`src/rtl/alm_pkg.sv`:
```
// ----------------------------------------------------------------------------
// alm_pkg
// shared widths, constants and controller/datapath interface types for the
// audio level meter
// ----------------------------------------------------------------------------
`timescale 1ns / 1ps

package alm_pkg;

   // buffer size limit and derived widths
   localparam int MAX_PAIRS  = 1024;
   localparam int CNT_W      = $clog2(MAX_PAIRS + 1);
   localparam int SUM_W      = $clog2(MAX_PAIRS) + 32;
   localparam int NUM_W      = SUM_W + 1;
   localparam int QUO_W      = 33;
   localparam int RAD_W      = QUO_W + 1;
   localparam int ROOT_STEPS = RAD_W / 2;
   localparam int ROOT_W     = ROOT_STEPS;
   localparam int RREM_W     = ROOT_W + 3;
   localparam int STEP_W     = $clog2(NUM_W);
   localparam int CSR_IDX_W  = 2;

   // fixed-point constants
   localparam logic [15:0] SMOOTH_OLD  = 16'd60948;
   localparam logic [15:0] SMOOTH_NEW  = 16'd4588;
   localparam logic [31:0] SMOOTH_RND  = 32'd32768;
   localparam logic [15:0] PEAK_DECAY  = 16'd66;
   localparam logic [15:0] ALPHA_KNEE  = 16'd3276;
   localparam logic [15:0] LEVEL_FULL  = 16'hFFFF;
   localparam logic [3:0]  INVERT_HOLD = 4'd10;
   localparam logic [15:0] BEAT_CLAMP  = 16'd32768;
   localparam logic [21:0] BEAT_MUL    = 22'd5;
   localparam logic [21:0] COEF_MUL    = 22'd38;
   localparam logic [31:0] SCALE_RND   = 32'd4096;
   localparam int          SCALE_SHIFT = 13;
   localparam logic [15:0] POS_LIMIT   = 16'd32767;
   localparam logic [15:0] NEG_LIMIT   = 16'd32768;

   // register reset values
   localparam logic [15:0] GAIN_RESET   = 16'd4096;
   localparam logic [15:0] COEF_RESET   = 16'd6144;
   localparam logic        MANUAL_RESET = 1'b1;
   localparam logic        FORCE_RESET  = 1'b1;

   typedef enum logic [CSR_IDX_W-1:0] {
      CSR_VOLUME_GAIN   = 2'd0,
      CSR_INVERT_COEF   = 2'd1,
      CSR_MANUAL_INVERT = 2'd2,
      CSR_FORCE_INVERT  = 2'd3
   } csr_index_type;

   typedef struct packed {
      logic capture;
      logic scale;
      logic square;
      logic accum;
      logic div_load;
      logic div_step;
      logic root_load;
      logic root_step;
      logic smooth;
      logic blend;
      logic write;
   } alm_cmd_type;

   typedef struct packed {
      logic last;
   } alm_status_type;

endpackage

```
`src/rtl/alm_ctrl.sv`:
```
// ----------------------------------------------------------------------------
// alm_ctrl
// sequencer for the level meter: steps the datapath through scaling,
// accumulation, divide, square root and the per-buffer update
// ----------------------------------------------------------------------------
`timescale 1ns / 1ps

module alm_ctrl
   import alm_pkg::*;
(
   input  logic           clock,
   input  logic           reset,
   input  logic           req_valid,
   output logic           req_ready,
   output logic           rsp_valid,
   input  logic           rsp_ready,
   input  alm_status_type status,
   output alm_cmd_type    cmd
);

   typedef enum logic [10:0] {
      S_IDLE      = 11'b000_0000_0001,
      S_SCALE     = 11'b000_0000_0010,
      S_SQUARE    = 11'b000_0000_0100,
      S_ACCUM     = 11'b000_0000_1000,
      S_DIV_LOAD  = 11'b000_0001_0000,
      S_DIV       = 11'b000_0010_0000,
      S_ROOT_LOAD = 11'b000_0100_0000,
      S_ROOT      = 11'b000_1000_0000,
      S_SMOOTH    = 11'b001_0000_0000,
      S_BLEND     = 11'b010_0000_0000,
      S_WRITE     = 11'b100_0000_0000
   } state_type;

   state_type         state_ff, state_in;
   logic [STEP_W-1:0] step_ff, step_in;
   logic              rsp_valid_ff, rsp_valid_in;

   always_comb begin
      cmd          = '0;
      state_in     = state_ff;
      step_in      = step_ff;
      rsp_valid_in = rsp_valid_ff;
      if (rsp_valid_ff && rsp_ready) begin
         rsp_valid_in = 1'b0;
      end
      case (state_ff)
         S_IDLE: begin
            if (req_valid) begin
               cmd.capture = 1'b1;
               state_in    = S_SCALE;
            end
         end
         S_SCALE: begin
            cmd.scale = 1'b1;
            state_in  = S_SQUARE;
         end
         S_SQUARE: begin
            cmd.square = 1'b1;
            state_in   = S_ACCUM;
         end
         S_ACCUM: begin
            cmd.accum = 1'b1;
            state_in  = status.last ? S_DIV_LOAD : S_IDLE;
         end
         S_DIV_LOAD: begin
            cmd.div_load = 1'b1;
            step_in      = '0;
            state_in     = S_DIV;
         end
         S_DIV: begin
            cmd.div_step = 1'b1;
            if (step_ff == STEP_W'(NUM_W - 1)) begin
               state_in = S_ROOT_LOAD;
            end else begin
               step_in = step_ff + 1'b1;
            end
         end
         S_ROOT_LOAD: begin
            cmd.root_load = 1'b1;
            step_in       = '0;
            state_in      = S_ROOT;
         end
         S_ROOT: begin
            cmd.root_step = 1'b1;
            if (step_ff == STEP_W'(ROOT_STEPS - 1)) begin
               state_in = S_SMOOTH;
            end else begin
               step_in = step_ff + 1'b1;
            end
         end
         S_SMOOTH: begin
            cmd.smooth = 1'b1;
            state_in   = S_BLEND;
         end
         S_BLEND: begin
            cmd.blend = 1'b1;
            state_in  = S_WRITE;
         end
         S_WRITE: begin
            // wait for the result slot to free up
            if (!rsp_valid_ff || rsp_ready) begin
               cmd.write    = 1'b1;
               rsp_valid_in = 1'b1;
               state_in     = S_IDLE;
            end
         end
         default: begin
            state_in = S_IDLE;
         end
      endcase
   end

   always_ff @(posedge clock) begin
      if (reset) begin
         state_ff     <= S_IDLE;
         step_ff      <= '0;
         rsp_valid_ff <= 1'b0;
      end else begin
         state_ff     <= state_in;
         step_ff      <= step_in;
         rsp_valid_ff <= rsp_valid_in;
      end
   end

   assign req_ready = (state_ff == S_IDLE);
   assign rsp_valid = rsp_valid_ff;

`ifndef SYNTH
   a_accept_starts_scale: assert property (@(posedge clock) disable iff (reset)
      (req_valid && req_ready) |=> (state_ff == S_SCALE))
      else $error("accepted beat did not start scaling");

   a_write_needs_free_slot: assert property (@(posedge clock) disable iff (reset)
      cmd.write |-> (!rsp_valid_ff || rsp_ready))
      else $error("result written over a pending beat");

   a_write_raises_valid: assert property (@(posedge clock) disable iff (reset)
      cmd.write |=> rsp_valid_ff)
      else $error("result write not followed by valid");

   a_div_exits_to_root: assert property (@(posedge clock) disable iff (reset)
      (state_ff == S_DIV && step_ff == STEP_W'(NUM_W - 1)) |=> (state_ff == S_ROOT_LOAD))
      else $error("divider did not hand over to square root");
`endif

endmodule

```
`src/rtl/alm_datapath.sv`:
```
// ----------------------------------------------------------------------------
// alm_datapath
// sample scaling and squaring, sum of squares, restoring divider, bit-pair
// square root, smoothing, peak hold, alpha and inversion hold
// ----------------------------------------------------------------------------
`timescale 1ns / 1ps

module alm_datapath
   import alm_pkg::*;
(
   input  logic                  clock,
   input  logic                  reset,
   input  alm_cmd_type           cmd,
   output alm_status_type        status,
   input  logic signed [15:0]    req_left_sample,
   input  logic signed [15:0]    req_right_sample,
   input  logic        [15:0]    req_beat_level,
   input  logic                  req_last_of_buffer,
   input  logic                  csr_write_en,
   input  logic [CSR_IDX_W-1:0]  csr_index,
   input  logic [15:0]           csr_wdata,
   output logic [15:0]           rsp_smoothed_level,
   output logic [15:0]           rsp_peak_level,
   output logic [15:0]           rsp_fade_alpha,
   output logic                  rsp_invert_active,
   output logic [31:0]           rsp_buffer_index
);

   // configuration and per-buffer state
   logic [15:0]       gain_ff, gain_in;
   logic [15:0]       coef_ff, coef_in;
   logic              manual_ff, manual_in;
   logic              force_ff, force_in;
   logic [SUM_W-1:0]  sum_ff, sum_in;
   logic [CNT_W-1:0]  count_ff, count_in;
   logic [15:0]       smooth_ff, smooth_in;
   logic [15:0]       peak_ff, peak_in;
   logic              flag_ff, flag_in;
   logic [3:0]        timer_ff, timer_in;
   logic [31:0]       bufcnt_ff, bufcnt_in;

   // working registers
   logic [15:0]       left_ff, left_in;
   logic [15:0]       right_ff, right_in;
   logic              beat_hit_ff, beat_hit_in;
   logic              last_ff, last_in;
   logic [15:0]       scl_l_ff, scl_l_in;
   logic [15:0]       scl_r_ff, scl_r_in;
   logic [30:0]       sq_l_ff, sq_l_in;
   logic [30:0]       sq_r_ff, sq_r_in;
   logic [NUM_W-1:0]  num_ff, num_in;
   logic [CNT_W:0]    rem_ff, rem_in;
   logic [RAD_W-1:0]  rad_ff, rad_in;
   logic [RREM_W-1:0] rrem_ff, rrem_in;
   logic [ROOT_W-1:0] root_ff, root_in;
   logic [31:0]       prod_ff, prod_in;
   logic [15:0]       sm_new_ff, sm_new_in;
   logic [15:0]       alpha_ff, alpha_in;

   // combinational helpers
   logic [15:0]       beat_clamped;
   logic [CNT_W:0]    div_shift;
   logic              div_fit;
   logic [RREM_W-1:0] root_shift;
   logic [RREM_W-1:0] root_trial;
   logic              root_fit;
   logic [15:0]       level;
   logic [32:0]       blend_sum;
   logic [16:0]       blend_top;
   logic              inv_set;
   logic              inv_flag_mid;
   logic [3:0]        inv_timer_mid;
   logic [3:0]        inv_timer_inc;

   function automatic logic [15:0] scale_sample(input logic [15:0] smp,
                                                input logic [15:0] gain);
      logic        neg;
      logic [15:0] mag;
      logic [31:0] prod;
      logic [18:0] rounded;
      logic [15:0] limit;
      neg     = smp[15];
      mag     = neg ? (~smp + 16'd1) : smp;
      prod    = 32'(mag) * 32'(gain);
      rounded = 19'((prod + SCALE_RND) >> SCALE_SHIFT);
      limit   = neg ? NEG_LIMIT : POS_LIMIT;
      return (rounded > 19'(limit)) ? limit : rounded[15:0];
   endfunction

   always_comb begin
      beat_clamped = (req_beat_level > BEAT_CLAMP) ? BEAT_CLAMP : req_beat_level;

      div_shift = {rem_ff[CNT_W-1:0], num_ff[NUM_W-1]};
      div_fit   = (div_shift >= {1'b0, count_ff});

      root_shift = {rrem_ff[RREM_W-3:0], rad_ff[RAD_W-1:RAD_W-2]};
      root_trial = RREM_W'({root_ff, 2'b01});
      root_fit   = (root_shift >= root_trial);

      level     = root_ff[ROOT_W-1] ? LEVEL_FULL : root_ff[15:0];
      blend_sum = 33'(prod_ff) + 33'(32'(SMOOTH_NEW) * 32'(level));
      blend_top = blend_sum[32:16];

      inv_set       = (beat_hit_ff && !flag_ff && !manual_ff) || force_ff;
      inv_flag_mid  = inv_set || flag_ff;
      inv_timer_mid = inv_set ? 4'd0 : timer_ff;
      inv_timer_inc = inv_timer_mid + 4'd1;
   end

   always_comb begin
      gain_in     = gain_ff;
      coef_in     = coef_ff;
      manual_in   = manual_ff;
      force_in    = force_ff;
      sum_in      = sum_ff;
      count_in    = count_ff;
      smooth_in   = smooth_ff;
      peak_in     = peak_ff;
      flag_in     = flag_ff;
      timer_in    = timer_ff;
      bufcnt_in   = bufcnt_ff;
      left_in     = left_ff;
      right_in    = right_ff;
      beat_hit_in = beat_hit_ff;
      last_in     = last_ff;
      scl_l_in    = scl_l_ff;
      scl_r_in    = scl_r_ff;
      sq_l_in     = sq_l_ff;
      sq_r_in     = sq_r_ff;
      num_in      = num_ff;
      rem_in      = rem_ff;
      rad_in      = rad_ff;
      rrem_in     = rrem_ff;
      root_in     = root_ff;
      prod_in     = prod_ff;
      sm_new_in   = sm_new_ff;
      alpha_in    = alpha_ff;

      if (csr_write_en) begin
         case (csr_index_type'(csr_index))
            CSR_VOLUME_GAIN:   gain_in   = csr_wdata;
            CSR_INVERT_COEF:   coef_in   = csr_wdata;
            CSR_MANUAL_INVERT: manual_in = csr_wdata[0];
            CSR_FORCE_INVERT:  force_in  = csr_wdata[0];
            default: begin
            end
         endcase
      end

      if (cmd.capture) begin
         left_in     = $unsigned(req_left_sample);
         right_in    = $unsigned(req_right_sample);
         last_in     = req_last_of_buffer;
         beat_hit_in = (22'(beat_clamped) * BEAT_MUL) > (22'(coef_ff) * COEF_MUL);
      end

      if (cmd.scale) begin
         scl_l_in = scale_sample(left_ff, gain_ff);
         scl_r_in = scale_sample(right_ff, gain_ff);
      end

      if (cmd.square) begin
         sq_l_in = 31'(32'(scl_l_ff) * 32'(scl_l_ff));
         sq_r_in = 31'(32'(scl_r_ff) * 32'(scl_r_ff));
      end

      // pairs past the buffer limit are dropped
      if (cmd.accum && (count_ff < CNT_W'(MAX_PAIRS))) begin
         sum_in   = sum_ff + SUM_W'(sq_l_ff) + SUM_W'(sq_r_ff);
         count_in = count_ff + 1'b1;
      end

      // mean square: 2 * sum / count
      if (cmd.div_load) begin
         num_in = {sum_ff, 1'b0};
         rem_in = '0;
      end

      if (cmd.div_step) begin
         rem_in = div_fit ? (div_shift - {1'b0, count_ff}) : div_shift;
         num_in = {num_ff[NUM_W-2:0], div_fit};
      end

      if (cmd.root_load) begin
         rad_in  = (count_ff == '0) ? '0 : RAD_W'(num_ff[QUO_W-1:0]);
         rrem_in = '0;
         root_in = '0;
      end

      if (cmd.root_step) begin
         rrem_in = root_fit ? (root_shift - root_trial) : root_shift;
         root_in = {root_ff[ROOT_W-2:0], root_fit};
         rad_in  = {rad_ff[RAD_W-3:0], 2'b00};
      end

      if (cmd.smooth) begin
         prod_in = 32'(SMOOTH_OLD) * 32'(smooth_ff) + SMOOTH_RND;
      end

      if (cmd.blend) begin
         sm_new_in = blend_top[16] ? LEVEL_FULL : blend_top[15:0];
      end

      if (cmd.write) begin
         smooth_in = sm_new_ff;
         if (sm_new_ff > peak_ff) begin
            peak_in = sm_new_ff;
         end else begin
            peak_in = (peak_ff > PEAK_DECAY) ? (peak_ff - PEAK_DECAY) : 16'd0;
         end
         alpha_in = (sm_new_ff <= ALPHA_KNEE) ?
                    16'((19'(sm_new_ff) * 19'd5) >> 1) : LEVEL_FULL;
         if (inv_flag_mid) begin
            timer_in = inv_timer_inc;
            flag_in  = !(inv_timer_inc > INVERT_HOLD);
         end else begin
            timer_in = inv_timer_mid;
            flag_in  = 1'b0;
         end
         bufcnt_in = bufcnt_ff + 32'd1;
         sum_in    = '0;
         count_in  = '0;
      end
   end

   always_ff @(posedge clock) begin
      if (reset) begin
         gain_ff   <= GAIN_RESET;
         coef_ff   <= COEF_RESET;
         manual_ff <= MANUAL_RESET;
         force_ff  <= FORCE_RESET;
         sum_ff    <= '0;
         count_ff  <= '0;
         smooth_ff <= '0;
         peak_ff   <= '0;
         flag_ff   <= 1'b0;
         timer_ff  <= '0;
         bufcnt_ff <= '0;
      end else begin
         gain_ff   <= gain_in;
         coef_ff   <= coef_in;
         manual_ff <= manual_in;
         force_ff  <= force_in;
         sum_ff    <= sum_in;
         count_ff  <= count_in;
         smooth_ff <= smooth_in;
         peak_ff   <= peak_in;
         flag_ff   <= flag_in;
         timer_ff  <= timer_in;
         bufcnt_ff <= bufcnt_in;
      end
   end

   always_ff @(posedge clock) begin
      left_ff     <= left_in;
      right_ff    <= right_in;
      beat_hit_ff <= beat_hit_in;
      last_ff     <= last_in;
      scl_l_ff    <= scl_l_in;
      scl_r_ff    <= scl_r_in;
      sq_l_ff     <= sq_l_in;
      sq_r_ff     <= sq_r_in;
      num_ff      <= num_in;
      rem_ff      <= rem_in;
      rad_ff      <= rad_in;
      rrem_ff     <= rrem_in;
      root_ff     <= root_in;
      prod_ff     <= prod_in;
      sm_new_ff   <= sm_new_in;
      alpha_ff    <= alpha_in;
   end

   assign status.last        = last_ff;
   assign rsp_smoothed_level = smooth_ff;
   assign rsp_peak_level     = peak_ff;
   assign rsp_fade_alpha     = alpha_ff;
   assign rsp_invert_active  = flag_ff;
   assign rsp_buffer_index   = bufcnt_ff;

endmodule

```
`src/rtl/audio_level_meter_unit.sv`:
```
// ----------------------------------------------------------------------------
// audio_level_meter_unit
// stereo rms level meter with smoothing, decaying peak hold, fade alpha and
// beat-triggered inversion hold
// a pair that does not close a buffer passes scale, square and accumulate, then
// the next pair can be accepted; a closing pair goes on through the bit-serial
// divider, the square root and the smooth, blend and write update; a result
// waiting in the output slot stalls only the closing step
// synchronous active-high reset: registers to defaults, level state cleared
// ----------------------------------------------------------------------------
`timescale 1ns / 1ps

module audio_level_meter_unit
   import alm_pkg::*;
(
   input  logic                  clock,
   input  logic                  reset,
   input  logic                  req_valid,
   output logic                  req_ready,
   input  logic signed [15:0]    req_left_sample,
   input  logic signed [15:0]    req_right_sample,
   input  logic        [15:0]    req_beat_level,
   input  logic                  req_last_of_buffer,
   output logic                  rsp_valid,
   input  logic                  rsp_ready,
   output logic [15:0]           rsp_smoothed_level,
   output logic [15:0]           rsp_peak_level,
   output logic [15:0]           rsp_fade_alpha,
   output logic                  rsp_invert_active,
   output logic [31:0]           rsp_buffer_index,
   input  logic                  csr_write_en,
   input  logic [CSR_IDX_W-1:0]  csr_index,
   input  logic [15:0]           csr_wdata
);

   alm_cmd_type    cmd;
   alm_status_type status;

   alm_ctrl u_ctrl (
      .clock     (clock),
      .reset     (reset),
      .req_valid (req_valid),
      .req_ready (req_ready),
      .rsp_valid (rsp_valid),
      .rsp_ready (rsp_ready),
      .status    (status),
      .cmd       (cmd)
   );

   alm_datapath u_datapath (
      .clock              (clock),
      .reset              (reset),
      .cmd                (cmd),
      .status             (status),
      .req_left_sample    (req_left_sample),
      .req_right_sample   (req_right_sample),
      .req_beat_level     (req_beat_level),
      .req_last_of_buffer (req_last_of_buffer),
      .csr_write_en       (csr_write_en),
      .csr_index          (csr_index),
      .csr_wdata          (csr_wdata),
      .rsp_smoothed_level (rsp_smoothed_level),
      .rsp_peak_level     (rsp_peak_level),
      .rsp_fade_alpha     (rsp_fade_alpha),
      .rsp_invert_active  (rsp_invert_active),
      .rsp_buffer_index   (rsp_buffer_index)
   );

endmodule

```
`config.mk`:
```
export PLATFORM = sky130hd
export DESIGN_NAME = audio_level_meter_unit
export DESIGN_NICKNAME = d
export VERILOG_FILES = /design/src/rtl/alm_pkg.sv /design/src/rtl/alm_ctrl.sv /design/src/rtl/alm_datapath.sv /design/src/rtl/audio_level_meter_unit.sv
export SDC_FILE = /design/constraint.sdc
export NUM_CORES = 2
export LEC_CHECK = 0
export ABC_AREA = 1
export BUFFER_PORTS_ARGS = -buffer_cell sky130_fd_sc_hd__buf_4
export CORE_UTILIZATION = 65
export CTS_CLUSTER_SIZE = 20
export DETAILED_ROUTE_END_ITERATION = 8
export PLACE_DENSITY = 0.82
export SLEW_MARGIN = 20
export SYNTH_ARGS = -nofsm -noshare
export SYNTH_HDL_FRONTEND = slang
export SYNTH_SLANG_ARGS = --single-unit
```
`constraint.sdc`:
```
create_clock -name clock -period 12.8 [get_ports clock]
set_input_delay 1.92 -clock clock [delete_from_list [all_inputs] [get_ports clock]]
set_output_delay 1.92 -clock clock [all_outputs]
set_load 0.05 [all_outputs]
```
==> impl_metrics.env <==
export IMPL_status="completed"
export IMPL_dp_final_hpwl_mm=149
export IMPL_syn_area_um2=70600
export IMPL_hold_viol_final=0
export IMPL_cp_start_kind="flip-flop"
export IMPL_worst_path_max_delay_cell="edfxtp_1"
export IMPL_setup_tns_ns=0
export IMPL_post_cts_repair_setup_buffers=0
export IMPL_dp_worst_setup_slack_ns=3.28
export IMPL_drt_iter0_markers=4596
export IMPL_final_cells=10300
export IMPL_slew_headroom=0.235
export IMPL_cp_data_arrival_time_ns=10.20
export IMPL_grt_remaining_overflow=0
export IMPL_drc=0
export IMPL_setup_viol_count_final=0
export IMPL_drt_first_pass_iters=8
export IMPL_yosysUniqueCellTypes=65
export IMPL_wl_per_cell_um=17.9
export IMPL_grt_pass1_vias=60200
export IMPL_synth_seq_area_share=0.181
export IMPL_die_y_um=332
export IMPL_core_area_um2=107000
export IMPL_fmax_mhz=103
export IMPL_maxSlewViolCount=0
export IMPL_ctsResizeCount=0
export IMPL_setup_slack_ns=3.13
export IMPL_routabilityCongestion=0.974
export IMPL_ys_ff_latch=485
export IMPL_wl_mm=185
export IMPL_ctsHoldBuffers=0
export IMPL_period_minus_slack_ns=9.67
export IMPL_start_util=0.658
export IMPL_synth_top_flop_cell="edfxtp_1"
export IMPL_antenna_found_initial=0
export IMPL_synth_area_per_cell_um2=7.99
export IMPL_layout_drive_gt1_share=0.0425
export IMPL_drv_cap=0
export IMPL_synth_warnings=0
export IMPL_cts_buffers=56
export IMPL_synth_enable_flop_cells=309
export IMPL_cp_top_family="adder cells"
export IMPL_io_pin_count=155
export IMPL_clock_latency_ns=0.67
export IMPL_period_share=0.755
export IMPL_num_rows=120
export IMPL_via_count=58600
export IMPL_final_cell_mix="2042 x inv_1, 1788 x nand2_1, 896 x fa_1"
export IMPL_endpoint_kind="flip-flop"
export IMPL_grt_max_degree=84
export IMPL_grtUsageTotal=0.342
export IMPL_rsz0062_at_grt="no"
export IMPL_cp_required_ns=13.33
export IMPL_worst_slew_pin_slew_ns=1.15
export IMPL_cp_max_fo=17
export IMPL_syn_inst=8830
export IMPL_io_buffers=154
export IMPL_cts_tree="yes"
export IMPL_max_stage_delay_ns=0.72
export IMPL_dieArea_um2=110000
export IMPL_antennaDiodeCount=0
export IMPL_final_common_cell="inv_1"
export IMPL_dieWidth_um=332
export IMPL_cp_common_cell="nand2_1"
export IMPL_avgViaCountPerCell=5.68
export IMPL_fin_skew_ns=0.0283
export IMPL_clock_path_buffers=3
export IMPL_syn_to_final_growth_pct=6.10
export IMPL_cts_root_buf="clkbuf_16"
export IMPL_min_path_type="flip-flop to flip-flop"
export IMPL_ant_nets=0
export IMPL_synthArstFlopShare=0
export IMPL_placed_cells=10200
export IMPL_path_clk_slew_ns=0.06
export IMPL_cts_sinks=485
export IMPL_whs_ns=0.477
export IMPL_grt_pass1_wl_mm=303
export IMPL_critPathKind="flip-flop to flip-flop"
export IMPL_htreeDepth=2
export IMPL_critical_path_buf_inv_count=11
export IMPL_nNetsFinal=10700
-- synth_stat cells (47+ instances only) --
library cell,n,area share
o21ai_0,348,0.025
ha_1,862,0.15
nand4_1,93,0.0082
edfxtp_1,309,0.13
inv_1,2043,0.11
nand2_1,1789,0.095
fa_1,896,0.25
clkbuf_1,169,0.0090
nor3_1,96,0.0068
nand3_1,234,0.017
a21oi_1,459,0.033
nor2_1,671,0.036
o21bai_1,47,0.0050
xnor2_1,71,0.0088
dfxtp_1,176,0.050
xor2_1,156,0.019
-- final timing paths --
kind	start	end	slack [ns]	cells past startpoint
worst max-delay path	u_datapath.left_ff[0]	u_datapath.scl_l_ff[3]	3.13	49
worst max register to register	u_datapath.left_ff[0]	u_datapath.scl_l_ff[3]	3.13	49
worst min register to register	u_datapath.timer_ff[3]	u_datapath.timer_ff[3]	0.48	2
worst min-delay path	u_datapath.timer_ff[3]	u_datapath.timer_ff[3]	0.48	2
-- registers in the layout, summed over array words and instances, names as in the netlist, 16 cells and up --
| register | cells |
|---|---|
| u_datapath.rsp_peak_level | 16 |
| u_datapath.scl_r_ff | 16 |
| u_datapath.rad_ff | 34 |
| u_datapath.left_ff | 16 |
| u_datapath.sq_l_ff | 30 |
| u_datapath.scl_l_ff | 16 |
| u_datapath.gain_ff | 16 |
| u_datapath.right_ff | 16 |
| u_datapath.root_ff | 17 |
| u_datapath.rrem_ff | 18 |
| u_datapath.prod_ff | 30 |
| u_datapath.rsp_smoothed_level | 16 |
| u_datapath.sum_ff | 42 |
| u_datapath.coef_ff | 16 |
| u_datapath.num_ff | 43 |
| u_datapath.sm_new_ff | 16 |
| u_datapath.rsp_fade_alpha | 16 |
| u_datapath.rsp_buffer_index | 32 |
| u_datapath.sq_r_ff | 30 |
-- layout make-up --
cell class                 count  area, um2
clock buffer                  70       1520
clock inverter                36        377
fill                        8472      32500
inverter                    2063       7750
multi-input combinational   6079      49300
sequential                   485      12800
tap                         1403       1760
timing repair buffer         190       1430
-- logic make-up (layout without fill, tap and decap cells) --
logic type / Yosys count / count (layout) / share of synthesized area
compound gates: 1058 / 1058 / 0.0838
simple gates: 3033 / 3033 / 0.178
buf+inv: 2267 / 2359 / 0.122
other cells: 1 / 2 / 0.0000531
xor+xnor: 228 / 228 / 0.0286
fa+ha+maj: 1758 / 1758 / 0.407
flops: 485 / 485 / 0.181
-- metrics by stage --
step,cell area (um2),util
3_5_place_dp,73000,0.680
3_3_place_gp,73000,0.680
2_1_floorplan,70600,-
4_1_cts,74900,0.698
5_1_grt,74900,0.698
6_report,74900,0.698
-- worst reg2reg max path: cells and delay by family (launching register included) --
family / cells / cell delay [ns]
buffers and inverters: 11 / 1.08
flip-flops: 1 / 0.72
AND/OR/NAND/NOR: 23 / 2.99
AO/OA/AOI/OAI: 5 / 0.71
adder cells (fa/ha/maj): 9 / 3.79
XOR/XNOR: 1 / 0.23
-- routing by layer --
layer	routed length (um)	share of wire	vias up	track usage
met1	74300	0.40	28100	0.434
met4	9970	0.054	0	0.162
li1	-	-	27600	-
met2	87100	0.47	2343	0.576
met5	0	0	-	0
met3	13700	0.074	570	0.0499
Power is not shown: default switching activity piles up to over one toggle a cycle in this logic, so the estimate is an artifact.
